## src/rtl/core/tga_rle_pkg.sv

```systemverilog
// Shared types and constants for the Targa true-colour RLE decoder.
`timescale 1ns / 1ps
`default_nettype none

package tga_rle_pkg;

  // Accepted range of image sides, inclusive.
  localparam logic [15:0] MIN_SIDE = 16'd16;
  localparam logic [15:0] MAX_SIDE = 16'd4096;

  // Pixel depth codes.
  localparam logic [1:0] DEPTH_15 = 2'd0;
  localparam logic [1:0] DEPTH_16 = 2'd1;
  localparam logic [1:0] DEPTH_24 = 2'd2;
  localparam logic [1:0] DEPTH_32 = 2'd3;

  // Result status codes.
  localparam logic STATUS_RUN      = 1'b0;
  localparam logic STATUS_REJECTED = 1'b1;

  // Entries in the queue between the parser and the colour stage.
  localparam int unsigned QUEUE_DEPTH = 4;

  // One classified result: position, raw pixel word and how to expand it.
  typedef struct packed {
    logic        status;
    logic [11:0] pos_x;
    logic [11:0] pos_y;
    logic [7:0]  run_length;
    logic [31:0] pixel;
    logic [1:0]  depth;
    logic        last_of_image;
  } evt_t;

endpackage

`default_nettype wire

```

## src/rtl/core/tga_rle_if.sv

```systemverilog
// Stream interfaces for file bytes in and pixel runs out.
`timescale 1ns / 1ps
`default_nettype none

interface tga_rle_in_if;
  logic       valid;
  logic       ready;
  logic [7:0] data_byte;
  logic       start_of_file;

  modport source (output valid, output data_byte, output start_of_file, input ready);
  modport sink   (input valid, input data_byte, input start_of_file, output ready);
endinterface

interface tga_rle_out_if;
  logic        valid;
  logic        ready;
  logic        status;
  logic [11:0] pos_x;
  logic [11:0] pos_y;
  logic [7:0]  run_length;
  logic [7:0]  alpha;
  logic [7:0]  red;
  logic [7:0]  green;
  logic [7:0]  blue;
  logic        last_of_image;

  modport source (output valid, output status, output pos_x, output pos_y,
                  output run_length, output alpha, output red, output green,
                  output blue, output last_of_image, input ready);
  modport sink   (input valid, input status, input pos_x, input pos_y,
                  input run_length, input alpha, input red, input green,
                  input blue, input last_of_image, output ready);
endinterface

`default_nettype wire

```

## src/rtl/core/tga_rle_front.sv

```systemverilog
// Byte parser: header, ID skip, packets, pixel assembly and run positions.
`timescale 1ns / 1ps
`default_nettype none

module tga_rle_front (
  input  wire logic           clk_i,
  input  wire logic           rst_ni,
  tga_rle_in_if.sink          in_i,
  input  wire logic           queue_full_i,
  output logic                push_o,
  output tga_rle_pkg::evt_t   evt_o
);

  localparam logic [2:0] PH_HEADER = 3'd0;
  localparam logic [2:0] PH_SKIP   = 3'd1;
  localparam logic [2:0] PH_PACKET = 3'd2;
  localparam logic [2:0] PH_PIXEL  = 3'd3;
  localparam logic [2:0] PH_IDLE   = 3'd4;

  logic [2:0]  phase_q, phase_d;
  logic [4:0]  hdr_idx_q, hdr_idx_d;
  logic        hdr_bad_q, hdr_bad_d;
  logic [7:0]  id_skip_q, id_skip_d;
  logic        is_rle_q, is_rle_d;
  logic [1:0]  depth_q, depth_d;
  logic [15:0] width_q, width_d;
  logic [15:0] height_q, height_d;
  logic [15:0] col_q, col_d;
  logic [15:0] row_q, row_d;
  logic [7:0]  pkt_left_q, pkt_left_d;
  logic        pkt_rep_q, pkt_rep_d;
  logic [23:0] pix_q, pix_d;
  logic [1:0]  pix_idx_q, pix_idx_d;

  logic        accept;
  logic [7:0]  b;
  logic [2:0]  ph;
  logic [4:0]  hi;
  logic        bad;
  logic [1:0]  last_idx;
  logic [31:0] word;
  logic [15:0] rem;
  logic [7:0]  run_len;
  logic [16:0] col_end;
  logic        row_end;
  logic [15:0] col_new;
  logic        pkt_done;

  assign in_i.ready = ~queue_full_i;
  assign accept     = in_i.valid & ~queue_full_i;
  assign b          = in_i.data_byte;

  // A start-of-file byte is header byte zero whatever came before.
  assign ph  = in_i.start_of_file ? PH_HEADER : phase_q;
  assign hi  = in_i.start_of_file ? 5'd0 : hdr_idx_q;
  assign bad = in_i.start_of_file ? 1'b0 : hdr_bad_q;

  assign last_idx = (depth_q == tga_rle_pkg::DEPTH_15 ||
                     depth_q == tga_rle_pkg::DEPTH_16) ? 2'd1 : depth_q;

  // Completed pixel word: stored bytes below the current index, this byte on top.
  always_comb begin
    word = '0;
    for (int k = 0; k < 3; k++) begin
      if (2'(k) < pix_idx_q) word[8*k +: 8] = pix_q[8*k +: 8];
    end
    word[{pix_idx_q, 3'b000} +: 8] = b;
  end

  // Run length of a repeat packet, clipped at the row end.
  assign rem     = width_q - col_q;
  assign run_len = ({8'd0, pkt_left_q} < rem) ? pkt_left_q : rem[7:0];

  always_comb begin
    if (is_rle_q && pkt_rep_q) begin
      col_end = {1'b0, col_q} + {9'd0, run_len};
    end else begin
      col_end = {1'b0, col_q} + 17'd1;
    end
  end
  assign row_end = col_end >= {1'b0, width_q};

  always_comb begin
    phase_d    = phase_q;
    hdr_idx_d  = hdr_idx_q;
    hdr_bad_d  = hdr_bad_q;
    id_skip_d  = id_skip_q;
    is_rle_d   = is_rle_q;
    depth_d    = depth_q;
    width_d    = width_q;
    height_d   = height_q;
    col_d      = col_q;
    row_d      = row_q;
    pkt_left_d = pkt_left_q;
    pkt_rep_d  = pkt_rep_q;
    pix_d      = pix_q;
    pix_idx_d  = pix_idx_q;
    col_new    = col_q;
    pkt_done   = 1'b0;
    push_o     = 1'b0;

    evt_o               = '0;
    evt_o.status        = tga_rle_pkg::STATUS_RUN;
    evt_o.pos_x         = col_q[11:0];
    evt_o.pos_y         = row_q[11:0];
    evt_o.run_length    = 8'd1;
    evt_o.pixel         = word;
    evt_o.depth         = depth_q;
    evt_o.last_of_image = row_end && (row_q == 16'd0);

    if (accept) begin
      unique case (ph)
        PH_HEADER: begin
          hdr_bad_d = bad;
          hdr_idx_d = hi;
          case (hi)
            5'd0: id_skip_d = b;
            5'd1: if (b != 8'd0) hdr_bad_d = 1'b1;
            5'd2: begin
              if (b == 8'd2) is_rle_d = 1'b0;
              else if (b == 8'd10) is_rle_d = 1'b1;
              else hdr_bad_d = 1'b1;
            end
            5'd12: width_d  = {8'd0, b};
            5'd13: width_d  = {b, width_q[7:0]};
            5'd14: height_d = {8'd0, b};
            5'd15: height_d = {b, height_q[7:0]};
            5'd16: begin
              if (b == 8'd15) depth_d = tga_rle_pkg::DEPTH_15;
              else if (b == 8'd16) depth_d = tga_rle_pkg::DEPTH_16;
              else if (b == 8'd24) depth_d = tga_rle_pkg::DEPTH_24;
              else if (b == 8'd32) depth_d = tga_rle_pkg::DEPTH_32;
              else hdr_bad_d = 1'b1;
            end
            default: ;
          endcase
          if (hi < 5'd17) begin
            hdr_idx_d = hi + 5'd1;
            phase_d   = PH_HEADER;
          end else if (bad || width_q < tga_rle_pkg::MIN_SIDE ||
                       width_q > tga_rle_pkg::MAX_SIDE ||
                       height_q < tga_rle_pkg::MIN_SIDE ||
                       height_q > tga_rle_pkg::MAX_SIDE) begin
            phase_d = PH_IDLE;
            push_o  = 1'b1;
            evt_o   = '0;
            evt_o.status = tga_rle_pkg::STATUS_REJECTED;
          end else begin
            col_d     = '0;
            row_d     = height_q - 16'd1;
            pix_idx_d = '0;
            if (id_skip_q != 8'd0) phase_d = PH_SKIP;
            else phase_d = is_rle_q ? PH_PACKET : PH_PIXEL;
          end
        end

        PH_SKIP: begin
          id_skip_d = id_skip_q - 8'd1;
          if (id_skip_q == 8'd1) begin
            pix_idx_d = '0;
            phase_d   = is_rle_q ? PH_PACKET : PH_PIXEL;
          end
        end

        PH_PACKET: begin
          pkt_rep_d  = b[7];
          pkt_left_d = {1'b0, b[6:0]} + 8'd1;
          pix_idx_d  = '0;
          phase_d    = PH_PIXEL;
        end

        PH_PIXEL: begin
          if (pix_idx_q != last_idx) begin
            pix_d[{pix_idx_q, 3'b000} +: 8] = b;
            pix_idx_d = pix_idx_q + 2'd1;
          end else begin
            pix_idx_d = '0;
            if (!is_rle_q) begin
              push_o   = 1'b1;
              col_new  = col_end[15:0];
              pkt_done = 1'b1;
            end else if (pkt_rep_q) begin
              push_o           = 1'b1;
              evt_o.run_length = run_len;
              col_new          = col_end[15:0];
              pkt_left_d       = '0;
              pkt_done         = 1'b1;
              phase_d          = PH_PACKET;
            end else begin
              // Raw packet: pixels past the row end are read and dropped.
              if (col_q < width_q) begin
                push_o  = 1'b1;
                col_new = col_end[15:0];
              end
              pkt_left_d = pkt_left_q - 8'd1;
              if (pkt_left_q == 8'd1) begin
                pkt_done = 1'b1;
                phase_d  = PH_PACKET;
              end
            end
            col_d = col_new;
            if (pkt_done && col_new >= width_q) begin
              if (row_q == 16'd0) begin
                phase_d = PH_IDLE;
              end else begin
                row_d = row_q - 16'd1;
                col_d = '0;
              end
            end
          end
        end

        default: ;
      endcase
    end
  end

  always_ff @(posedge clk_i or negedge rst_ni) begin
    if (!rst_ni) begin
      phase_q    <= PH_HEADER;
      hdr_idx_q  <= '0;
      hdr_bad_q  <= 1'b0;
      id_skip_q  <= '0;
      is_rle_q   <= 1'b0;
      depth_q    <= tga_rle_pkg::DEPTH_15;
      width_q    <= '0;
      height_q   <= '0;
      col_q      <= '0;
      row_q      <= '0;
      pkt_left_q <= '0;
      pkt_rep_q  <= 1'b0;
      pix_idx_q  <= '0;
    end else begin
      phase_q    <= phase_d;
      hdr_idx_q  <= hdr_idx_d;
      hdr_bad_q  <= hdr_bad_d;
      id_skip_q  <= id_skip_d;
      is_rle_q   <= is_rle_d;
      depth_q    <= depth_d;
      width_q    <= width_d;
      height_q   <= height_d;
      col_q      <= col_d;
      row_q      <= row_d;
      pkt_left_q <= pkt_left_d;
      pkt_rep_q  <= pkt_rep_d;
      pix_idx_q  <= pix_idx_d;
    end
  end

  always_ff @(posedge clk_i) begin
    pix_q <= pix_d;
  end

endmodule

`default_nettype wire

```

## src/rtl/core/tga_rle_queue.sv

```systemverilog
// Small register queue between the parser and the colour stage.
`timescale 1ns / 1ps
`default_nettype none

module tga_rle_queue (
  input  wire logic               clk_i,
  input  wire logic               rst_ni,
  input  wire logic               push_i,
  input  tga_rle_pkg::evt_t       push_evt_i,
  output logic                    full_o,
  input  wire logic               pop_i,
  output logic                    head_valid_o,
  output tga_rle_pkg::evt_t       head_evt_o
);

  localparam int unsigned Depth = tga_rle_pkg::QUEUE_DEPTH;
  localparam int unsigned PtrW  = (Depth > 1) ? $clog2(Depth) : 1;
  localparam int unsigned CntW  = $clog2(Depth + 1);

  tga_rle_pkg::evt_t mem_q [Depth];
  logic [PtrW-1:0]   wr_ptr_q, wr_ptr_d;
  logic [PtrW-1:0]   rd_ptr_q, rd_ptr_d;
  logic [CntW-1:0]   count_q, count_d;
  logic              do_push, do_pop;

  assign full_o       = count_q == CntW'(Depth);
  assign head_valid_o = count_q != '0;
  assign head_evt_o   = mem_q[rd_ptr_q];
  assign do_push      = push_i & ~full_o;
  assign do_pop       = pop_i & head_valid_o;

  always_comb begin
    wr_ptr_d = wr_ptr_q;
    rd_ptr_d = rd_ptr_q;
    count_d  = count_q;
    if (do_push) begin
      wr_ptr_d = (wr_ptr_q == PtrW'(Depth - 1)) ? '0 : wr_ptr_q + PtrW'(1);
    end
    if (do_pop) begin
      rd_ptr_d = (rd_ptr_q == PtrW'(Depth - 1)) ? '0 : rd_ptr_q + PtrW'(1);
    end
    if (do_push && !do_pop) count_d = count_q + CntW'(1);
    else if (!do_push && do_pop) count_d = count_q - CntW'(1);
  end

  always_ff @(posedge clk_i or negedge rst_ni) begin
    if (!rst_ni) begin
      wr_ptr_q <= '0;
      rd_ptr_q <= '0;
      count_q  <= '0;
    end else begin
      wr_ptr_q <= wr_ptr_d;
      rd_ptr_q <= rd_ptr_d;
      count_q  <= count_d;
    end
  end

  always_ff @(posedge clk_i) begin
    if (do_push) mem_q[wr_ptr_q] <= push_evt_i;
  end

endmodule

`default_nettype wire

```

## src/rtl/core/tga_rle_back.sv

```systemverilog
// Colour stage: expands the raw pixel word to ARGB into the output register.
`timescale 1ns / 1ps
`default_nettype none

module tga_rle_back (
  input  wire logic               clk_i,
  input  wire logic               rst_ni,
  input  wire logic               head_valid_i,
  input  tga_rle_pkg::evt_t       head_evt_i,
  output logic                    pop_o,
  tga_rle_out_if.source           out_o
);

  logic        valid_q;
  logic        load;
  logic [7:0]  a_d, r_d, g_d, b_d;
  logic [31:0] t;

  assign t     = head_evt_i.pixel;
  assign load  = head_valid_i & (~valid_q | out_o.ready);
  assign pop_o = load;

  always_comb begin
    if (head_evt_i.status == tga_rle_pkg::STATUS_REJECTED) begin
      a_d = '0;
      r_d = '0;
      g_d = '0;
      b_d = '0;
    end else if (head_evt_i.depth == tga_rle_pkg::DEPTH_15 ||
                 head_evt_i.depth == tga_rle_pkg::DEPTH_16) begin
      r_d = {t[14:10], 3'b000};
      g_d = {t[9:5], 3'b000};
      b_d = {t[4:0], 3'b000};
      a_d = (head_evt_i.depth == tga_rle_pkg::DEPTH_16 && t[15]) ? 8'h00 : 8'hff;
    end else begin
      b_d = t[7:0];
      g_d = t[15:8];
      r_d = t[23:16];
      a_d = (head_evt_i.depth == tga_rle_pkg::DEPTH_32) ? t[31:24] : 8'hff;
    end
  end

  always_ff @(posedge clk_i or negedge rst_ni) begin
    if (!rst_ni) begin
      valid_q <= 1'b0;
    end else if (load) begin
      valid_q <= 1'b1;
    end else if (out_o.ready) begin
      valid_q <= 1'b0;
    end
  end

  always_ff @(posedge clk_i) begin
    if (load) begin
      out_o.status        <= head_evt_i.status;
      out_o.pos_x         <= head_evt_i.pos_x;
      out_o.pos_y         <= head_evt_i.pos_y;
      out_o.run_length    <= head_evt_i.run_length;
      out_o.last_of_image <= head_evt_i.last_of_image;
      out_o.alpha         <= a_d;
      out_o.red           <= r_d;
      out_o.green         <= g_d;
      out_o.blue          <= b_d;
    end
  end

  assign out_o.valid = valid_q;

endmodule

`default_nettype wire

```

## src/rtl/core/tga_truecolor_rle_decoder_unit.sv

```systemverilog
// Top level of the Targa true-colour RLE decoder.
// Usage: file bytes arrive on in_i, one transfer per byte, with start_of_file
// set on the first byte of each file so that the header parse restarts.
// Pixel runs and header rejections leave on out_o, one transfer per result;
// a byte causes at most one result, and many bytes cause none.
// The parser takes one byte per cycle whenever the four-entry queue behind
// it has room, so a stream sustains one byte per clock cycle.
// A result is written into the queue in the same cycle as the byte that
// completes it is transferred, and from there it is loaded into the output
// register that drives out_o.
// When the receiver stalls, the output register holds its result, the queue
// fills behind it, and in_i.ready falls once the queue is full; nothing is
// lost and the parser resumes as soon as a queue entry frees up.
// Reset empties the queue and output register and returns the parser to
// the header phase, so bytes after reset are read as a header.
// After a rejection or the last run of an image, bytes are ignored until the
// next start_of_file.
`timescale 1ns / 1ps
`default_nettype none

module tga_truecolor_rle_decoder_unit (
  input  wire logic      clk_i,
  input  wire logic      rst_ni,
  tga_rle_in_if.sink     in_i,
  tga_rle_out_if.source  out_o
);

  logic              push;
  tga_rle_pkg::evt_t push_evt;
  logic              queue_full;
  logic              pop;
  logic              head_valid;
  tga_rle_pkg::evt_t head_evt;

  // Front: classifies bytes and forms one event per result.
  tga_rle_front u_front (
    .clk_i        (clk_i),
    .rst_ni       (rst_ni),
    .in_i         (in_i),
    .queue_full_i (queue_full),
    .push_o       (push),
    .evt_o        (push_evt)
  );

  // Queue: decouples the parser from output stalls.
  tga_rle_queue u_queue (
    .clk_i        (clk_i),
    .rst_ni       (rst_ni),
    .push_i       (push),
    .push_evt_i   (push_evt),
    .full_o       (queue_full),
    .pop_i        (pop),
    .head_valid_o (head_valid),
    .head_evt_o   (head_evt)
  );

  // Back: expands colours and holds the result for the receiver.
  tga_rle_back u_back (
    .clk_i        (clk_i),
    .rst_ni       (rst_ni),
    .head_valid_i (head_valid),
    .head_evt_i   (head_evt),
    .pop_o        (pop),
    .out_o        (out_o)
  );

endmodule

`default_nettype wire

```

## src/flat_wrapper.sv

```systemverilog
// flat-port wrapper written by rule: the top's interface ports become plain ports
module tga_truecolor_rle_decoder_unit_flat 
  (clk_i, rst_ni, in_i_valid, in_i_data_byte, in_i_start_of_file, in_i_ready, out_o_valid, out_o_status, out_o_pos_x, out_o_pos_y, out_o_run_length, out_o_alpha, out_o_red, out_o_green, out_o_blue, out_o_last_of_image, out_o_ready);
  tga_rle_in_if in_i_i ();
  tga_rle_out_if out_o_i ();
  input  wire logic clk_i;
  input  wire logic rst_ni;
  input wire logic [$bits(in_i_i.valid)-1:0] in_i_valid;
  input wire logic [$bits(in_i_i.data_byte)-1:0] in_i_data_byte;
  input wire logic [$bits(in_i_i.start_of_file)-1:0] in_i_start_of_file;
  output wire logic [$bits(in_i_i.ready)-1:0] in_i_ready;
  output wire logic [$bits(out_o_i.valid)-1:0] out_o_valid;
  output wire logic [$bits(out_o_i.status)-1:0] out_o_status;
  output wire logic [$bits(out_o_i.pos_x)-1:0] out_o_pos_x;
  output wire logic [$bits(out_o_i.pos_y)-1:0] out_o_pos_y;
  output wire logic [$bits(out_o_i.run_length)-1:0] out_o_run_length;
  output wire logic [$bits(out_o_i.alpha)-1:0] out_o_alpha;
  output wire logic [$bits(out_o_i.red)-1:0] out_o_red;
  output wire logic [$bits(out_o_i.green)-1:0] out_o_green;
  output wire logic [$bits(out_o_i.blue)-1:0] out_o_blue;
  output wire logic [$bits(out_o_i.last_of_image)-1:0] out_o_last_of_image;
  input wire logic [$bits(out_o_i.ready)-1:0] out_o_ready;
  assign in_i_i.valid = in_i_valid;
  assign in_i_i.data_byte = in_i_data_byte;
  assign in_i_i.start_of_file = in_i_start_of_file;
  assign in_i_ready = in_i_i.ready;
  assign out_o_valid = out_o_i.valid;
  assign out_o_status = out_o_i.status;
  assign out_o_pos_x = out_o_i.pos_x;
  assign out_o_pos_y = out_o_i.pos_y;
  assign out_o_run_length = out_o_i.run_length;
  assign out_o_alpha = out_o_i.alpha;
  assign out_o_red = out_o_i.red;
  assign out_o_green = out_o_i.green;
  assign out_o_blue = out_o_i.blue;
  assign out_o_last_of_image = out_o_i.last_of_image;
  assign out_o_i.ready = out_o_ready;
  tga_truecolor_rle_decoder_unit u_core (.clk_i(clk_i), .rst_ni(rst_ni), .in_i(in_i_i), .out_o(out_o_i));
endmodule
```

## config.mk

```make
export PLATFORM = sky130hd
export DESIGN_NAME = tga_truecolor_rle_decoder_unit_flat
export DESIGN_NICKNAME = d
export VERILOG_FILES = /design/src/rtl/core/tga_rle_pkg.sv /design/src/rtl/core/tga_rle_if.sv /design/src/rtl/core/tga_rle_front.sv /design/src/rtl/core/tga_rle_queue.sv /design/src/rtl/core/tga_rle_back.sv /design/src/rtl/core/tga_truecolor_rle_decoder_unit.sv /design/src/flat_wrapper.sv
export SDC_FILE = /design/constraint.sdc
export NUM_CORES = 1
export LEC_CHECK = 0
export BUFFER_PORTS_ARGS = -buffer_cell sky130_fd_sc_hd__buf_2
export CAP_MARGIN = 20
export CORE_MARGIN = 2
export CORE_UTILIZATION = 50
export CTS_CLUSTER_SIZE = 10
export DETAILED_ROUTE_END_ITERATION = 12
export PLACE_DENSITY_LB_ADDON = 0.08
export SLEW_MARGIN = 20
export SYNTH_ARGS = -nofsm -noshare
export SYNTH_HDL_FRONTEND = slang
export SYNTH_HIERARCHICAL = 1
export SYNTH_SLANG_ARGS = --single-unit
```

## constraint.sdc

```tcl
create_clock -name clk_i -period 8.5 [get_ports clk_i]
set_input_delay 1.7 -clock clk_i [delete_from_list [all_inputs] [get_ports clk_i]]
set_output_delay 1.7 -clock clk_i [all_outputs]
set_load 0.01 [all_outputs]
```

==> results of run 1 <==
[worst paths after layout]
path | startpoint | end | slack [ps] | cells past startpoint
worst min-delay path | u_core/u_queue/count_q[2] | u_core/u_queue/count_q[2] | 490 | 1
min in group asynchronous | rst_ni | u_core/u_front/col_q[2] | 1170 | 1
worst min register to register | u_core/u_queue/count_q[2] | u_core/u_queue/count_q[2] | 490 | 1
worst max register to register | u_core/u_front/width_q[0] | u_core/u_front/row_q[13] | 840 | 35
max in group asynchronous | rst_ni | u_core/u_queue/rd_ptr_q[0] | 6060 | 2
worst max-delay path | u_core/u_front/width_q[0] | u_core/u_front/row_q[13] | 840 | 35
[metrics by stage]
step | setup WS (ps) | hold WS [ps]
after floorplan | 1640 | 444
after CTS | 452 | 489
final | 839 | 492
after global routing | 20.1 | 514
after global placement | 663 | 470
after detailed placement | 510 | 482
[routing by layer]
metal | up-vias | part of all wire, %
li1 | 6569 | -
met1 | 7320 | 48
met2 | 483 | 44
met3 | 78 | 6.2
met4 | 0 | 1.9
met5 | - | 0
[placed cells by master, fill, tap and decap left out, types with 41 or more instances in the layout]
master	n
clkbuf_16	55
a21oi_1	83
clkbuf_1	41
dfrtp_1	101
edfxtp_1	362
and2_1	50
nand2_1	65
nor2_1	130
ha_1	87
mux4_2	68
o21ai_0	93
buf_2	79
inv_1	69
[area by class of cell]
cell class / instances / area, um2 / share of cell area (%)
flip-flops and latches: 465 / 13500 / 53.7
inverters: 69 / 259 / 1.03
clock inverters: 2 / 38.8 / 0.155
clock buffers: 98 / 1560 / 6.21
multi-input cells: 1070 / 8480 / 33.8
well taps: 592 / 741 / 2.95
repair buffers: 98 / 538 / 2.15
[registers in the layout, indices dropped and copies added (netlist names), 3 cells and up]
name                            count
u_core/u_front/pix_q               24
u_core/u_front/pkt_left_q           8
u_core/u_front/id_skip_q            8
u_core/u_back/out_o.pos_x          12
u_core/u_front/height_q            16
u_core/u_front/width_q             16
u_core/u_back/out_o.run_length      8
u_core/u_front/row_q               16
u_core/u_back/out_o.red             8
u_core/u_queue/count_q              3
u_core/u_front/col_q               16
u_core/u_front/phase_q              3
u_core/u_queue/mem_q              272
u_core/u_back/out_o.blue            8
u_core/u_front/hdr_idx_q            5
u_core/u_back/out_o.pos_y          12
u_core/u_back/out_o.alpha           8
u_core/u_back/out_o.green           8
[kinds of logic (layout without fill, tap and decap cells)]
logic type                 Yosys count  count (layout)  synth area share (%)
adders and majority gates           90              90                  5.08
AOI/OAI and AO/OA                  368             368                  10.9
muxes                              113             113                  8.94
buffers and inverters              147             267                  3.36
xor gates and xnor gates            48              48                  1.86
and+or+nand+nor                    451             451                  10.4
DFF                                465             465                  59.5
[power breakdown]
part | total, uW | internal, uW | switching [uW]
Clock | 2100 | 1230 | 872
Combinational | 2110 | 883 | 1220
Sequential | 3230 | 2940 | 288
Total | 7430 | 5050 | 2380
[cells in the mapped netlist (10+ instances only)]
cell type    n
xor2_1      11
clkbuf_1    36
nor2_1     131
nand2b_1    13
inv_1       69
dfrtp_1    103
nand2_1     65
o21ai_0     93
mux4_2      68
a21oi_1     84
or3_1       17
nor2b_1     25
nand4_1     16
mux2_2      23
edfxtp_1   362
nor4_1      13
buf_2       13
nand3_1     27
a22oi_1     29
mux2i_1     20
nor3_1      37
and3_1      10
a21o_1      18
a31oi_1     14
xnor2_1     37
a22o_1      29
o211ai_1    11
and2_1      55
ha_1        87
[worst register-to-register path: cells and delay by family (launching register included)]
family          cells  cell delay [ps]
flops               1              430
compound gates     14             3060
fa+ha+maj           6             1730
simple gates        9             1590
buf+inv             4              410
xor+xnor            2              340
[repair_timing]
action                                  in CTS  in global routing
endpoints found under the setup margin       0                 26
buffers inserted                             0                  1
gates resized for setup                      0                  7
==> flow_summary.json, run 1 <==
{
  "cts_buffers": 53,
  "p_leak_uw": 0.00931,
  "dp_cells": 2292,
  "ys_ff_latch": 465,
  "outcome": "finished clean",
  "fin_worst_skew_ps": 18.2,
  "cellPowerDensity_mw_per_mm2": 296,
  "vias": 14500,
  "cp_data_arrival_time_ps": 8140,
  "drtIter0Drc": 1241,
  "met3_usage_pct": 3.62,
  "drive_gt1_share_pct": 16.4,
  "synthFlopType": "edfxtp_1",
  "die_y_um": 217,
  "grt_pass1_wl_um": 84400,
  "core-area_mm2": 0.0444,
  "total_power_uw": 7430,
  "worst-endpoint-required_ps": 8980,
  "irDropWorstVdd_uv": 188,
  "ys_types": 91,
  "routed_via_density": 6.04,
  "synth_top_area_share_pct": 48.1,
  "crit_family": "compound AO/OA/AOI/OAI gates",
  "crit_fanout": 16,
  "cp-start-kind": "flip-flop",
  "synth_largest_area_cell": "edfxtp_1",
  "cts_tree": "yes",
  "synth_area_mm2": 0.0226,
  "grt_pass1_vias": 14200,
  "use_met1_pct": 36.7,
  "detail_route.wl_per_cell_um": 22.7,
  "placement.io_buffers": 80,
  "synth_edf_count": 362,
  "finalSetupTns_ps": 0,
  "met2_usage_pct": 34.3,
  "stdcell_count": 2394,
  "critPathCaptureType": "flip-flop",
  "period_minus_slack_ps": 7660,
  "fill_cells": 3674,
  "syn-mean-instance-area_um2": 13.4,
  "finish.utilization_pct": 56.4,
  "ys_seq_area_share_pct": 59.5,
  "timing.fmax_mhz": 131,
  "drt-total-wl_um": 54300,
  "gp_congestion": 0.914,
  "synth_area_leaders": "edfxtp_1, dfrtp_1, mux4_2, ha_1, nor2_1",
  "yosysWarnings": 6,
  "cts_buffer_depth": 3,
  "nets": 1860,
  "grt_max_degree": 67,
  "cts_root_buffer": "clkbuf_16",
  "placed_area_mm2": 0.0234,
  "die_x_um": 217,
  "ioPinCount": 81,
  "final_area_mm2": 0.0251,
  "worst_pin_slew_ps": 1060,
  "final-setup-viol-count": 0,
  "clock-sinks": 465,
  "rsz0062_at_grt": "no",
  "synthCells": 1682,
  "dieArea_mm2": 0.0469,
  "crit_type": "reg2reg",
  "slew_violations": 0,
  "antenna_cells": 0,
  "slew_headroom_pct": 29.2,
  "start_util_pct": 50.9,
  "route.detailed.drc": 0,
  "top_usage_layer": "met1",
  "track_usage_pct": 23.5,
  "hold_viol": 0,
  "clock_latency_ps": 600,
  "htree_levels": 2,
  "syn_nets": 1785,
  "antenna_left": 0,
  "num_rows": 77,
  "area_delta_synth_final_pct": 10.9,
  "dr.pass1.iters": 5,
  "period_share_pct": 90.1,
  "antenna_found_initial": 2,
  "path_clk_slew_ps": 60,
  "maxCapViolations": 0,
  "dp_hpwl_um": 36200,
  "cts_hold_buf": 0,
  "max_stage_delay_ps": 430,
  "async_flop_share_pct": 22.2,
  "crit_buf_inv": 4,
  "hp-class": "reg2reg",
  "critPathSlowestCell": "dfrtp_1",
  "grt_overflow": 0
}
Note: power is estimated with default switching activity, not from simulation.
==> inputs of run 2 (changes only) <==
--- a/config.mk
+++ b/config.mk
@@ -8,7 +8,7 @@
 export BUFFER_PORTS_ARGS = -buffer_cell sky130_fd_sc_hd__buf_2
 export CAP_MARGIN = 20
 export CORE_MARGIN = 2
-export CORE_UTILIZATION = 50
+export CORE_UTILIZATION = 62
 export CTS_CLUSTER_SIZE = 10
 export DETAILED_ROUTE_END_ITERATION = 12
 export PLACE_DENSITY_LB_ADDON = 0.08
==> flow_summary.json, run 2 (synthesized netlist as in run 1, its figures left out) <==
{
  "htree_levels": 2,
  "dieArea_mm2": 0.0380,
  "grt_pass1_wl_um": 84000,
  "outcome": "finished clean",
  "timing.fmax_mhz": 129,
  "pwr-share-comb_pct": 28.4,
  "final-setup-viol-count": 0,
  "grt_max_degree": 67,
  "p_int_uw": 5020,
  "largest_reg_flops": 272,
  "cp_data_arrival_time_ps": 8230,
  "worst-endpoint-required_ps": 8970,
  "clock_latency_ps": 580,
  "antenna_cells": 0,
  "placement.io_buffers": 80,
  "drtIter0Drc": 1379,
  "finish.utilization_pct": 69.6,
  "track_usage_pct": 28.9,
  "final_common_cell": "edfxtp_1",
  "gp_congestion": 0.954,
  "cts_buffer_depth": 3,
  "detail_route.wl_per_cell_um": 23.7,
  "clkPwrFrac_pct": 27.8,
  "cts_root_buffer": "clkbuf_16",
  "vias": 14700,
  "p_leak_uw": 0.00930,
  "maxCapViolations": 0,
  "nets": 1862,
  "clock-sinks": 465,
  "grt_pass1_vias": 14400,
  "period_share_pct": 91.3,
  "finalSetupTns_ps": 0,
  "path_clk_slew_ps": 60,
  "die_x_um": 195,
  "dr.pass1.iters": 5,
  "fin_worst_skew_ps": 22.3,
  "power.switching_uw": 2380,
  "antenna_found_initial": 0,
  "cts_tree": "yes",
  "placed_area_mm2": 0.0233,
  "slew_headroom_pct": 23.9,
  "antenna_left": 0,
  "rsz0062_at_grt": "no",
  "critPathSlowestCell": "dfrtp_1",
  "critPathCaptureType": "flip-flop",
  "final_cell_mix": "edfxtp_1, nor2_1, dfrtp_1",
  "die_y_um": 195,
  "ioPinCount": 81,
  "cp-start-kind": "flip-flop",
  "cellPowerDensity_mw_per_mm2": 298,
  "area_delta_synth_final_pct": 10.1,
  "slew_violations": 0,
  "irDropWorstVdd_uv": 174,
  "routed_via_density": 6.48,
  "grt_overflow": 0,
  "final_area_mm2": 0.0249,
  "core-area_mm2": 0.0357,
  "top_regs": "u_core/u_queue/mem_q (272), u_core/u_front/pix_q (24)",
  "max_flop_register": "u_core/u_queue/mem_q",
  "seq_power_share_pct": 43.8,
  "crit_type": "reg2reg",
  "switching_share_pct": 32.2,
  "drt-total-wl_um": 53700,
  "max_stage_delay_ps": 420,
  "dp_hpwl_um": 35600,
  "hp-class": "reg2reg",
  "hold_viol": 0,
  "route.detailed.drc": 0,
  "period_minus_slack_ps": 7760,
  "cts_hold_buf": 0,
  "crit_fanout": 16,
  "path_common_cell": "ha_1",
  "drive_gt1_share_pct": 16.5,
  "start_util_pct": 63.3,
  "cts_buffers": 53,
  "worst_pin_slew_ps": 1140,
  "num_rows": 69
}
[run 2: cell types whose count changed in the layout (fill, tap and decap cells not counted), sizes merged]
cell	before	now
buf	97	100
clkinvlp	0	1
clkbuf	99	93
inv	70	71
[run 2: repair_timing]
action                     in CTS  in global routing
setup endpoints to repair       0                 37
buffers inserted                0                  2
gates resized for setup         0                  7
[run 2: power groups by stage]
stage / Clock, uW / Combinational, uW / Sequential, uW
CTS: 2090 / 2100 / 3240
global placement: 0 / 2040 / 3270
floorplan: 0 / 1570 / 3210
finish: 2060 / 2100 / 3240
detailed placement: 0 / 2090 / 3290
global route: 2180 / 2320 / 3290
[run 2: per-stage QoR]
step                cells  total power [uW]  setup WS, ps  hold WS (ps)
finish               2262              7400           736           495
global route         2262              7790          30.0           515
CTS                  2260              7440           454           494
detailed placement   2163              5370           498           488
global placement     2163              5310           648           471
floorplan            1682              4790          1640           444
[run 2: area by class of cell]
cell class | instances | area (um2)
repair buffers | 100 | 553
clock buffers | 93 | 1510
inverters | 69 | 259
well taps | 461 | 577
flip-flops and latches | 465 | 13500
clock inverters | 4 | 52.6
fillers | 2490 | 10900
multi-input cells | 1070 | 8480
[run 2: worst paths after layout]
| kind | cells past startpoint | slack (ps) | endpoint | start |
|---|---|---|---|---|
| min in group asynchronous | 1 | 1130 | u_core/u_front/col_q[10] | rst_ni |
| setup reg to reg | 35 | 740 | u_core/u_front/row_q[6] | u_core/u_front/width_q[0] |
| hold / removal | 1 | 490 | u_core/u_front/row_q[14] | u_core/u_front/row_q[14] |
| max in group asynchronous | 2 | 6080 | u_core/u_front/hdr_idx_q[1] | rst_ni |
| hold reg to reg | 1 | 490 | u_core/u_front/row_q[14] | u_core/u_front/row_q[14] |
| setup / recovery | 35 | 740 | u_core/u_front/row_q[6] | u_core/u_front/width_q[0] |
[run 2: critical path, delay by kind of cell, from the launching register on]
kind | cells | cell delay (ps)
xor gates and xnor gates | 2 | 280
and+or+nand+nor | 10 | 2060
AOI/OAI and AO/OA | 13 | 2660
adders and majority gates | 6 | 1710
DFF | 1 | 420
muxes | 1 | 300
buffers and inverters | 3 | 180
[run 2: routing by layer]
metal	wire (um)	track usage (%)
met1	23500	42.6
met2	24400	44.1
met3	3860	4.34
met4	1930	11.0
met5	0	0
